$ cat src/design/sfau_pkg.sv
// Package for the single-precision arithmetic unit: opcodes and constants.
// No dependencies.
`timescale 1ns / 1ps
package sfau_pkg;
    localparam int MANT_W = 24;
    localparam int EXP_W  = 8;
    localparam logic [9:0] EXP_BIAS = 10'd127;
    localparam logic [30:0] MAX_FINITE = 31'h7F7FFFFF;
    typedef enum logic [1:0] {
        OP_ADD = 2'd0,
        OP_SUB = 2'd1,
        OP_MUL = 2'd2,
        OP_DIV = 2'd3
    } op_t;
endpackage

$ cat src/design/sfau_core.sv
// Sequential datapath: bit-serial multiply, restoring divide, serial align and normalize.
// Depends on sfau_pkg.
`timescale 1ns / 1ps
module sfau_core (
    input  logic                 aclk,
    input  logic                 aresetn,
    input  logic                 start,
    input  sfau_pkg::op_t        op,
    input  logic [31:0]          a,
    input  logic [31:0]          b,
    output logic                 done,
    output logic [31:0]          res,
    output logic                 err
);
    import sfau_pkg::*;

    typedef enum logic [2:0] {S_IDLE, S_ALIGN, S_MUL, S_DIV, S_NORM, S_PACK} state_t;

    state_t      state_reg;
    logic        done_reg;
    logic [4:0]  cnt_reg;
    logic        sign_reg;
    logic signed [10:0] exp_reg;
    logic [47:0] acc_reg;
    logic [23:0] mx_reg, my_reg;
    logic [7:0]  d_reg;
    logic        sub_reg, zero_reg, dz_reg, div_reg;
    logic [31:0] res_reg;
    logic        err_reg;

    logic [7:0]  ea, eb;
    logic [23:0] ma, mb;
    logic        swap;
    logic        eff_sb;
    logic [24:0] rem_sh;
    logic [25:0] rem_try;
    logic [47:0] add_try;

    assign ea = a[30:23];
    assign eb = b[30:23];
    assign ma = (ea == 8'd0) ? 24'd0 : {1'b1, a[22:0]};
    assign mb = (eb == 8'd0) ? 24'd0 : {1'b1, b[22:0]};
    assign eff_sb = b[31] ^ (op == OP_SUB);
    assign swap = (eb > ea) || ((eb == ea) && (mb > ma));
    assign rem_sh = (cnt_reg == 5'd0) ? {1'b0, mx_reg} : {mx_reg, 1'b0};
    assign rem_try = {1'b0, rem_sh} - {2'd0, my_reg};
    assign add_try = {{1'b0, acc_reg[47:24]} + (acc_reg[0] ? {1'b0, my_reg} : 25'd0),
                      acc_reg[23:1]};

    assign done = done_reg;
    assign res  = res_reg;
    assign err  = err_reg;

    always_ff @(posedge aclk) begin
        if (!aresetn) begin
            state_reg <= S_IDLE;
            done_reg  <= 1'b0;
        end else begin
            done_reg <= 1'b0;
            unique case (state_reg)
                S_IDLE: begin
                    if (start) begin
                        zero_reg <= 1'b0;
                        dz_reg   <= 1'b0;
                        div_reg  <= op == OP_DIV;
                        cnt_reg  <= 5'd0;
                        if (op == OP_ADD || op == OP_SUB) begin
                            sign_reg <= swap ? eff_sb : a[31];
                            sub_reg  <= a[31] != eff_sb;
                            exp_reg  <= swap ? {3'd0, eb} : {3'd0, ea};
                            mx_reg   <= swap ? mb : ma;
                            my_reg   <= swap ? ma : mb;
                            d_reg    <= swap ? eb - ea : ea - eb;
                            state_reg <= S_ALIGN;
                        end else if (op == OP_MUL) begin
                            sign_reg <= a[31] ^ b[31];
                            zero_reg <= (ma == 24'd0) || (mb == 24'd0);
                            exp_reg  <= $signed({3'd0, ea}) + $signed({3'd0, eb})
                                        - $signed({1'b0, EXP_BIAS});
                            acc_reg  <= {24'd0, mb};
                            my_reg   <= ma;
                            state_reg <= S_MUL;
                        end else begin
                            sign_reg <= a[31] ^ b[31];
                            zero_reg <= ma == 24'd0;
                            dz_reg   <= (ma != 24'd0) && (mb == 24'd0);
                            exp_reg  <= $signed({3'd0, ea}) - $signed({3'd0, eb})
                                        + $signed({1'b0, EXP_BIAS});
                            acc_reg  <= 48'd0;
                            mx_reg   <= ma;
                            my_reg   <= mb;
                            state_reg <= ((ma == 24'd0) || (mb == 24'd0)) ? S_PACK : S_DIV;
                        end
                    end
                end
                S_ALIGN: begin
                    // shift the smaller mantissa one bit per cycle
                    if (d_reg == 8'd0 || my_reg == 24'd0) begin
                        if (sub_reg) begin
                            acc_reg <= {24'd0, mx_reg - my_reg};
                        end else begin
                            acc_reg <= {23'd0, {1'b0, mx_reg} + {1'b0, my_reg}};
                        end
                        state_reg <= S_NORM;
                    end else begin
                        my_reg <= my_reg >> 1;
                        d_reg  <= d_reg - 8'd1;
                    end
                end
                S_MUL: begin
                    // shift-add, one multiplier bit per cycle
                    cnt_reg <= cnt_reg + 5'd1;
                    if (cnt_reg == 5'd23) begin
                        acc_reg   <= add_try >> 23;
                        state_reg <= S_NORM;
                    end else begin
                        acc_reg <= add_try;
                    end
                end
                S_DIV: begin
                    // restoring step: remainder in mx_reg, quotient shifts into acc_reg
                    if (!rem_try[25]) begin
                        mx_reg  <= rem_try[23:0];
                        acc_reg <= {acc_reg[46:0], 1'b1};
                    end else begin
                        mx_reg  <= rem_sh[23:0];
                        acc_reg <= {acc_reg[46:0], 1'b0};
                    end
                    cnt_reg <= cnt_reg + 5'd1;
                    if (cnt_reg == 5'd24) begin
                        state_reg <= S_NORM;
                    end
                end
                S_NORM: begin
                    if (acc_reg[24:0] == 25'd0) begin
                        zero_reg  <= 1'b1;
                        state_reg <= S_PACK;
                    end else if (acc_reg[24]) begin
                        acc_reg   <= acc_reg >> 1;
                        if (!div_reg) begin
                            exp_reg <= exp_reg + 11'sd1;
                        end
                        state_reg <= S_PACK;
                    end else if (acc_reg[23]) begin
                        if (div_reg) begin
                            exp_reg <= exp_reg - 11'sd1;
                        end
                        state_reg <= S_PACK;
                    end else begin
                        acc_reg <= acc_reg << 1;
                        exp_reg <= exp_reg - 11'sd1;
                    end
                end
                S_PACK: begin
                    done_reg  <= 1'b1;
                    state_reg <= S_IDLE;
                    if (dz_reg) begin
                        res_reg <= {sign_reg, MAX_FINITE};
                        err_reg <= 1'b1;
                    end else if (zero_reg) begin
                        res_reg <= 32'd0;
                        err_reg <= 1'b0;
                    end else if (exp_reg > 11'sd254) begin
                        res_reg <= {sign_reg, MAX_FINITE};
                        err_reg <= 1'b1;
                    end else if (exp_reg < 11'sd1) begin
                        res_reg <= 32'd0;
                        err_reg <= 1'b1;
                    end else begin
                        res_reg <= {sign_reg, exp_reg[7:0], acc_reg[22:0]};
                        err_reg <= 1'b0;
                    end
                end
                default: state_reg <= S_IDLE;
            endcase
        end
    end
endmodule

$ cat src/design/single_float_arith_unit_top.sv
// Top level of the single-precision arithmetic unit: stream ports and output register.
// Depends on sfau_pkg and sfau_core.
// Add/sub run longer with each alignment shift (up to 24) and each left normalize shift (up
// to 23); divide on a zero operand skips the quotient steps and goes straight to packing.
// One request is in flight at a time; the next is taken once the result has been accepted.
// Reset (aresetn low, synchronous) clears the control state and drops any held result.
`timescale 1ns / 1ps
module single_float_arith_unit_top (
    input  logic        aclk,
    input  logic        aresetn,
    input  logic        s_tvalid,
    output logic        s_tready,
    input  logic [1:0]  s_tuser,   // op
    input  logic [63:0] s_tdata,   // operand_a [31:0], operand_b [63:32]
    output logic        m_tvalid,
    input  logic        m_tready,
    output logic [31:0] m_tdata,   // result_bits [31:0]
    output logic        m_tuser    // range_error
);
    import sfau_pkg::*;

    logic        busy_reg;
    logic        oval_reg;
    logic [31:0] odata_reg;
    logic        oerr_reg;
    logic        done;
    logic [31:0] res;
    logic        err;
    logic        start;

    assign s_tready = !busy_reg && !oval_reg;
    assign start    = s_tvalid && s_tready;

    sfau_core u_core (
        .aclk(aclk), .aresetn(aresetn), .start(start), .op(op_t'(s_tuser)),
        .a(s_tdata[31:0]), .b(s_tdata[63:32]), .done(done), .res(res), .err(err)
    );

    assign m_tvalid = oval_reg;
    assign m_tdata  = odata_reg;
    assign m_tuser  = oerr_reg;

    always_ff @(posedge aclk) begin
        if (!aresetn) begin
            busy_reg <= 1'b0;
            oval_reg <= 1'b0;
        end else begin
            if (start) begin
                busy_reg <= 1'b1;
            end else if (done) begin
                busy_reg <= 1'b0;
            end
            if (done) begin
                oval_reg  <= 1'b1;
                odata_reg <= res;
                oerr_reg  <= err;
            end else if (oval_reg && m_tready) begin
                oval_reg <= 1'b0;
            end
        end
    end
endmodule

$ cat config.mk
export PLATFORM = sky130hd
export DESIGN_NAME = single_float_arith_unit_top
export DESIGN_NICKNAME = d
export VERILOG_FILES = /design/src/design/sfau_pkg.sv /design/src/design/sfau_core.sv /design/src/design/single_float_arith_unit_top.sv
export SDC_FILE = /design/constraint.sdc
export NUM_CORES = 1
export LEC_CHECK = 0
export BUFFER_PORTS_ARGS = -buffer_cell sky130_fd_sc_hd__buf_2
export CAP_MARGIN = 10
export CORE_MARGIN = 8
export CORE_UTILIZATION = 63
export CTS_CLUSTER_DIAMETER = 200
export DETAILED_ROUTE_END_ITERATION = 10
export PLACE_DENSITY = 0.85
export SYNTH_ARGS = -nofsm -noshare
export SYNTH_HDL_FRONTEND = slang
export SYNTH_SLANG_ARGS = --single-unit
$ cat constraint.sdc
create_clock -name aclk -period 5.4 [get_ports aclk]
set_clock_uncertainty 0.05 [all_clocks]
set_input_delay 0.27 -clock aclk [delete_from_list [all_inputs] [get_ports aclk]]
set_output_delay 0.27 -clock aclk [all_outputs]
set_load 0.1 [all_outputs]
==> results.txt, run 1 <==
Post-synthesis sequential area ratio: 33.2%
Post-CTS Setup Inserts: 0
Crit end category: flip-flop
Core Area: 27700 um^2
Initial DRC Count: 2445
Sequential Power Share: 29.0%
Net Count, Synth: 2186
Nets: 2237
Max Cap Violations: 0
Diode count: 0
Tcrit/Tclk final: 92.1%
Mapped Cells: 1959
Mapped Avg Cell Area: 9.01 um^2
Worst Tran Pin Value: 1.12 ns
Via count: 16683
Initial Utilization: 63.7%
RSZ-0062 raised after global routing: false
Clock transition at path regs: 0.09 ns
CP Max Fanout: 17
Required @ worst endpoint: 5.56 ns
TritonRoute pass-1 iters: 6
Final count of hold timing violations: 0
Routed Antenna Nets: 0
Top FF cell, synth: edfxtp_1
GR Overflow Total: 0
Vias per cell: 6.95
Peak supply drop: 0.396 mV
Final setup fails: 0
Total Routing Usage GR: 35.7%
Setup TNS: 0 ns
Num rows: 61
Routed WL per cell: 25.3 um
Critical path class: flip-flop to flip-flop
CTS sink cnt: 197
Crit-path most repeated cell: ha_1
Die Wd: 183 um
Sw Ratio: 49.6%
PortBufs: 104
Pwr dens: 524 nW/um^2
DRC Markers: 0
Share of the synthesized area in the top cell type: 32.5%
Slowest cell on the critical path: a21oi_1
Synth warn: 0
Crit path cell chain: inv_1, ha_1, nand2b_1, or3_1, buf_4, mux2_2, ha_1, o211ai_1, a21o_1, a2111oi_2, nor3_1, a211o_1, a21oi_1, a2bb2oi_1, o31a_1
Number of synthesized flops with an enable pin: 191
Root buffer cell: clkbuf_16
Flops & latches, synth: 197
DP Wirelength: 45800 um
Largest net degree at the start of global routing: 57
Max Transition Viols Final: 0
Async SR Flop Fraction: 0%
CTS Hold Bufs: 0
Post-layout min period: 4.97 ns
Max reg flops: 48
P_leak: 7.79 nW
Initial antenna violation count: 3
Internal: 5.04 mW
Hold_ws: 0.0864 ns
DP Area: 18400 um^2
Longest Clk Path Bufs: 2
RePlAce Congestion: 1.02
Switching Power: 4.96 mW
Fin area: 19100 um^2
Max incr delay on CP: 0.86 ns
Vias in the first global route: 15542
Gate power share: 56.5%
Die Span Y: 183 um
Cell area after synthesis: 17600 um^2
Fmax: 201 MHz
Total Wirelength: 60800 um
Total die area: 33600 um^2
Hold/Removal Path Class: primary input to flip-flop
Area growth, synth to finish: 8.13%
Worst-Skew Late Latency: 0.46 ns
Slew headroom: 25.2%
Clock power share: 14.5%
Status: finished, final reports clean
Number of H-tree levels: 4
First-pass GRT wire length: 92500 um
Post-cts gate resize count: 0
Largest cells by area after synthesis: edfxtp_1 32%, ha_1 11%, a21oi_1 3.9%
I/O Pins: 105
Critical Path AT: 5.13 ns
Cts bufs inserted: 17
Area leader, netlist: edfxtp_1
CTS tree: built
Worst setup SP type: flip-flop
Fraction of layout cells with a size suffix above 1: 11.4%
Yosys cell types: 104
[placed cells by master, fill, tap and decap left out, types with 21 or more instances in the layout]
master	count
nor2b_1	31
nand3_1	27
inv_1	121
nor4_1	21
o21ai_0	106
nor3_1	46
a21oi_1	138
o211ai_1	23
and2_1	37
o21a_1	43
buf_4	23
mux2i_1	45
xor2_1	39
mux2_2	22
a22oi_1	35
edfxtp_1	191
a222oi_1	22
nand2_1	148
xnor2_1	66
ha_1	150
buf_2	104
nor2_1	160
a211oi_1	39
a21o_1	35
[logic make-up (layout without fill, tap and decap cells)]
family                     count (synthesis)  count (layout)  synth area share [%]
AOI/OAI and AO/OA                        635             635                  25.1
and+or+nand+nor                          572             572                  15.8
muxes                                     68              68                  4.02
DFF                                      197             197                  33.2
adders and majority gates                157             157                  11.4
xor gates and xnor gates                 105             105                  5.21
buffers and inverters                    225             289                  5.22
[per-layer routing]
metal / track usage [%] / vias to the layer above / wire (um)
li1: - / 7470 / -
met1: 48.9 / 7803 / 24200
met2: 52.6 / 1191 / 25400
met3: 9.99 / 215 / 8380
met4: 14.3 / 4 / 2850
met5: 0 / - / 28
[synth_stat cells, drive strengths merged, types with 7 or more instances]
cell type    n
o211ai      24
nor2       165
o21bai      20
xnor2       66
a211o       11
inv        125
xor2        39
or4          7
and2        37
a22oi       35
a21oi      138
buf         29
mux2        23
a31oi       15
and3        16
nand3       28
a222oi      22
clkbuf      67
o21a        44
o221ai      13
o21ai      119
nor4        24
nor3        47
a2111oi     10
nand2b      20
o31ai        8
a221oi      12
a211oi      41
a21o        35
nand4       14
edfxtp     191
nor2b       31
mux2i       45
o22ai       20
ha         150
or3          9
nand2      151
fa           7
[worst max-delay path, delay by kind of cell, from the launching register on]
kind | cells | cell delay, ns
buffers and inverters | 2 | 0.32
flip-flops | 1 | 0.42
AND/OR/NAND/NOR | 3 | 0.92
AO/OA/AOI/OAI | 7 | 2.14
adder cells (fa/ha/maj) | 2 | 0.53
multiplexers | 1 | 0.36
[area by class of cell]
class / instances / area (um^2)
inverters: 129 / 484
multi-input cells: 1537 / 10900
clock inverters: 15 / 235
clock buffers: 17 / 425
well taps: 378 / 473
flip-flops and latches: 197 / 5860
fillers: 2224 / 8620
repair buffers: 128 / 704
[metrics by stage]
| step | setup WS (ns) | power [mW] | util [%] | cells |
|---|---|---|---|---|
| 2_1_floorplan | 0.0887 | 6.65 | - | 1959 |
| 3_3_place_gp | 0.603 | 8.18 | 66.4 | 2368 |
| 3_5_place_dp | 0.559 | 8.27 | 66.4 | 2368 |
| 4_1_cts | 0.548 | 9.74 | 68.8 | 2400 |
| 5_1_grt | 0.199 | 10.5 | 68.9 | 2401 |
| 6_report | 0.426 | 10.0 | 68.9 | 2401 |
[final timing paths]
check                         start           endpoint  slack [ns]  cells after the start
hold / removal              aresetn           busy_reg        0.09                      2
setup reg to reg  u_core.cnt_reg[0]  u_core.mx_reg[17]        0.43                     15
setup / recovery  u_core.cnt_reg[0]  u_core.mx_reg[17]        0.43                     15
hold reg to reg      u_core.res[13]        m_tdata[13]        0.37                      0
[power groups by stage]
stage	Clock, mW	Combinational [mW]	Sequential [mW]
2_1_floorplan	0	4.13	2.53
3_3_place_gp	0	5.32	2.86
3_5_place_dp	0	5.42	2.86
4_1_cts	1.45	5.46	2.82
5_1_grt	1.49	6.11	2.88
6_report	1.45	5.65	2.90
(Power assumes the default switching activity.)
==> run 2, diff against run 1 <==
--- a/config.mk
+++ b/config.mk
@@ -12,6 +12,7 @@
 export CTS_CLUSTER_DIAMETER = 200
 export DETAILED_ROUTE_END_ITERATION = 10
 export PLACE_DENSITY = 0.85
+export REMOVE_ABC_BUFFERS = 1
 export SYNTH_ARGS = -nofsm -noshare
 export SYNTH_HDL_FRONTEND = slang
 export SYNTH_SLANG_ARGS = --single-unit
==> results.txt, run 2 (synthesis results as in run 1) <==
Final count of hold timing violations: 0 (unchanged)
Status: finished, final reports clean (unchanged)
Grt peak-use layer: met2 (unchanged)
Post-CTS Setup Inserts: 0 (unchanged)
Number of H-tree levels: 4 (unchanged)
Total die area: 33600 um^2 (unchanged)
Overall power: 9.74 mW (was 10.0 mW)
RR Endpoint: u_core.mx_reg[15] (was u_core.mx_reg[17])
Setup TNS: 0 ns (unchanged)
Post-cts gate resize count: 0 (unchanged)
GR Util met1: 46.7% (was 48.9%)
Commonest non-fill, non-tap cell in the layout: edfxtp_1 (unchanged)
Met2 Use GR: 46.9% (was 52.6%)
RSZ-0062 raised after global routing: false (unchanged)
GR Overflow Total: 0 (unchanged)
Core Area: 27700 um^2 (unchanged)
Routed WL per cell: 23.9 um (was 25.3 um)
RePlAce Congestion: 1.09 (was 1.02)
PnR worst setup slack: 0.492 ns (was 0.426 ns)
R2r startpoint: u_core.cnt_reg[0] (unchanged)
Worst Tran Pin Value: 1.17 ns (was 1.12 ns)
M3 GR Usage: 9.79% (was 9.99%)
CTS Hold Bufs: 0 (unchanged)
HP Start: aresetn (unchanged)
# placed instances: 2371 (was 2368)
First-pass GRT wire length: 87900 um (was 92500 um)
Post-placement setup slack: 0.617 ns (was 0.559 ns)
Nets: 2239 (was 2237)
Clock transition at path regs: 0.09 ns (about the same)
I/O Pins: 105 (unchanged)
Critical path class: flip-flop to flip-flop (unchanged)
Max Transition Viols Final: 0 (unchanged)
Post-layout min period: 4.91 ns (was 4.97 ns)
Worst setup SP type: flip-flop (unchanged)
Longest Clk Path Bufs: 2 (unchanged)
Hold Path Stages: 2 (unchanged)
PortBufs: 104 (unchanged)
CTS sink cnt: 197 (unchanged)
DP Wirelength: 43600 um (was 45800 um)
Num rows: 61 (unchanged)
P_leak: 7.78 nW (was 7.79 nW)
Critical Path AT: 5.08 ns (was 5.13 ns)
Root buffer cell: clkbuf_16 (unchanged)
Tcrit/Tclk final: 90.9% (was 92.1%)
Initial DRC Count: 2913 (was 2445)
Area growth, synth to finish: 8.11% (was 8.13%)
Routed Antenna Nets: 0 (unchanged)
Vias per cell: 6.95 (about the same)
Max Cap Violations: 0 (unchanged)
Total Routing Usage GR: 33.3% (was 35.7%)
Slew headroom: 22.3% (was 25.2%)
Cts bufs inserted: 17 (unchanged)
Fmax: 204 MHz (was 201 MHz)
Crit end category: flip-flop (unchanged)
Initial antenna violation count: 2 (was 3)
Die Span Y: 183 um (unchanged)
Fraction of layout cells with a size suffix above 1: 11.4% (about the same)
Peak supply drop: 0.296 mV (was 0.396 mV)
Core Util, Final: 68.9% (about the same)
Total Wirelength: 57500 um (was 60800 um)
Via count: 16719 (was 16683)
CTS tree: built (unchanged)
Hold/Removal Path Class: primary input to flip-flop (unchanged)
DRC Markers: 0 (unchanged)
TritonRoute pass-1 iters: 10 (was 6)
Most frequent cells in the layout: 191 x edfxtp_1, 161 x nor2_1, 150 x ha_1 (was 191 x edfxtp_1, 160 x nor2_1, 150 x ha_1)
CP Max Fanout: 15 (was 17)
Non-filler instance count after layout: 2405 (was 2401)
Vias in the first global route: 15333 (was 15542)
Reg2Reg Setup Slack: 0.49 ns (was 0.43 ns)
Required @ worst endpoint: 5.57 ns (was 5.56 ns)
Reg2reg path depth: 15 (unchanged)
Final setup fails: 0 (unchanged)
Max reg flops: 48 (unchanged)
Pwr dens: 511 nW/um^2 (was 524 nW/um^2)
Worst-Skew Late Latency: 0.46 ns (about the same)
Hold Crit Endpoint: m_tvalid (was busy_reg)
Largest net degree at the start of global routing: 57 (unchanged)
Initial Utilization: 63.7% (unchanged)
Die Wd: 183 um (unchanged)
==> run 2: cell type report <==
type | instances | area, um^2
multi-input cells | 1537 | 10900
fillers | 2128 | 8620
diodes | 2 | 5.00
inverters | 129 | 484
clock inverters | 15 | 210
flip-flops and latches | 197 | 5860
clock buffers | 17 | 425
well taps | 378 | 473
repair buffers | 130 | 728
==> run 2: per-layer routing <==
layer / routed length [um] / up-vias
met4: 2390 / 0
met1: 23300 / 7824
li1: - / 7470
met3: 8330 / 183
met5: 0 / -
met2: 23500 / 1242
==> run 2: critical path, stage by stage (launching register included) <==
cell,delay [ns]
edfxtp_1,0.45
inv_1,0.08
ha_1,0.14
nand2b_1,0.08
or3_1,0.64
mux2_2,0.41
ha_1,0.37
nand3_1,0.17
a211o_1,0.31
a2111oi_2,0.22
nor3_1,0.15
a211o_1,0.36
a21oi_1,0.86
nand2_1,0.14
o21ai_0,0.15
nor2_1,0.06
==> run 2: report_power, final <==
part / leakage (nW) / total (mW) / internal, mW / switching [mW]
Sequential: 1.81 / 2.81 / 2.26 / 0.546
Clock: 0.302 / 1.38 / 0.649 / 0.727
Combinational: 5.67 / 5.56 / 2.10 / 3.46
==> run 2: how the worst max path moves through the flow <==
stage,startpoint,end,slack [ns],cells past startpoint
CTS,u_core.cnt_reg[0],u_core.mx_reg[15],0.59,15
global placement,u_core.cnt_reg[0],u_core.mx_reg[17],0.76,14
detailed placement,u_core.cnt_reg[0],u_core.mx_reg[15],0.62,15
floorplan,m_tvalid,u_core.exp_reg[0],0.09,5
finish,u_core.cnt_reg[0],u_core.mx_reg[15],0.49,15
global route,u_core.cnt_reg[0],u_core.mx_reg[15],0.17,15
==> run 2: per-stage QoR <==
step / instance area [um^2] / hold slack, ns
3_3_place_gp: 18400 / 0.350
5_1_grt: 19100 / 0.0692
4_1_cts: 19100 / 0.0544
3_5_place_dp: 18400 / 0.355
2_1_floorplan: 17200 / 0.338
6_report: 19100 / 0.0646
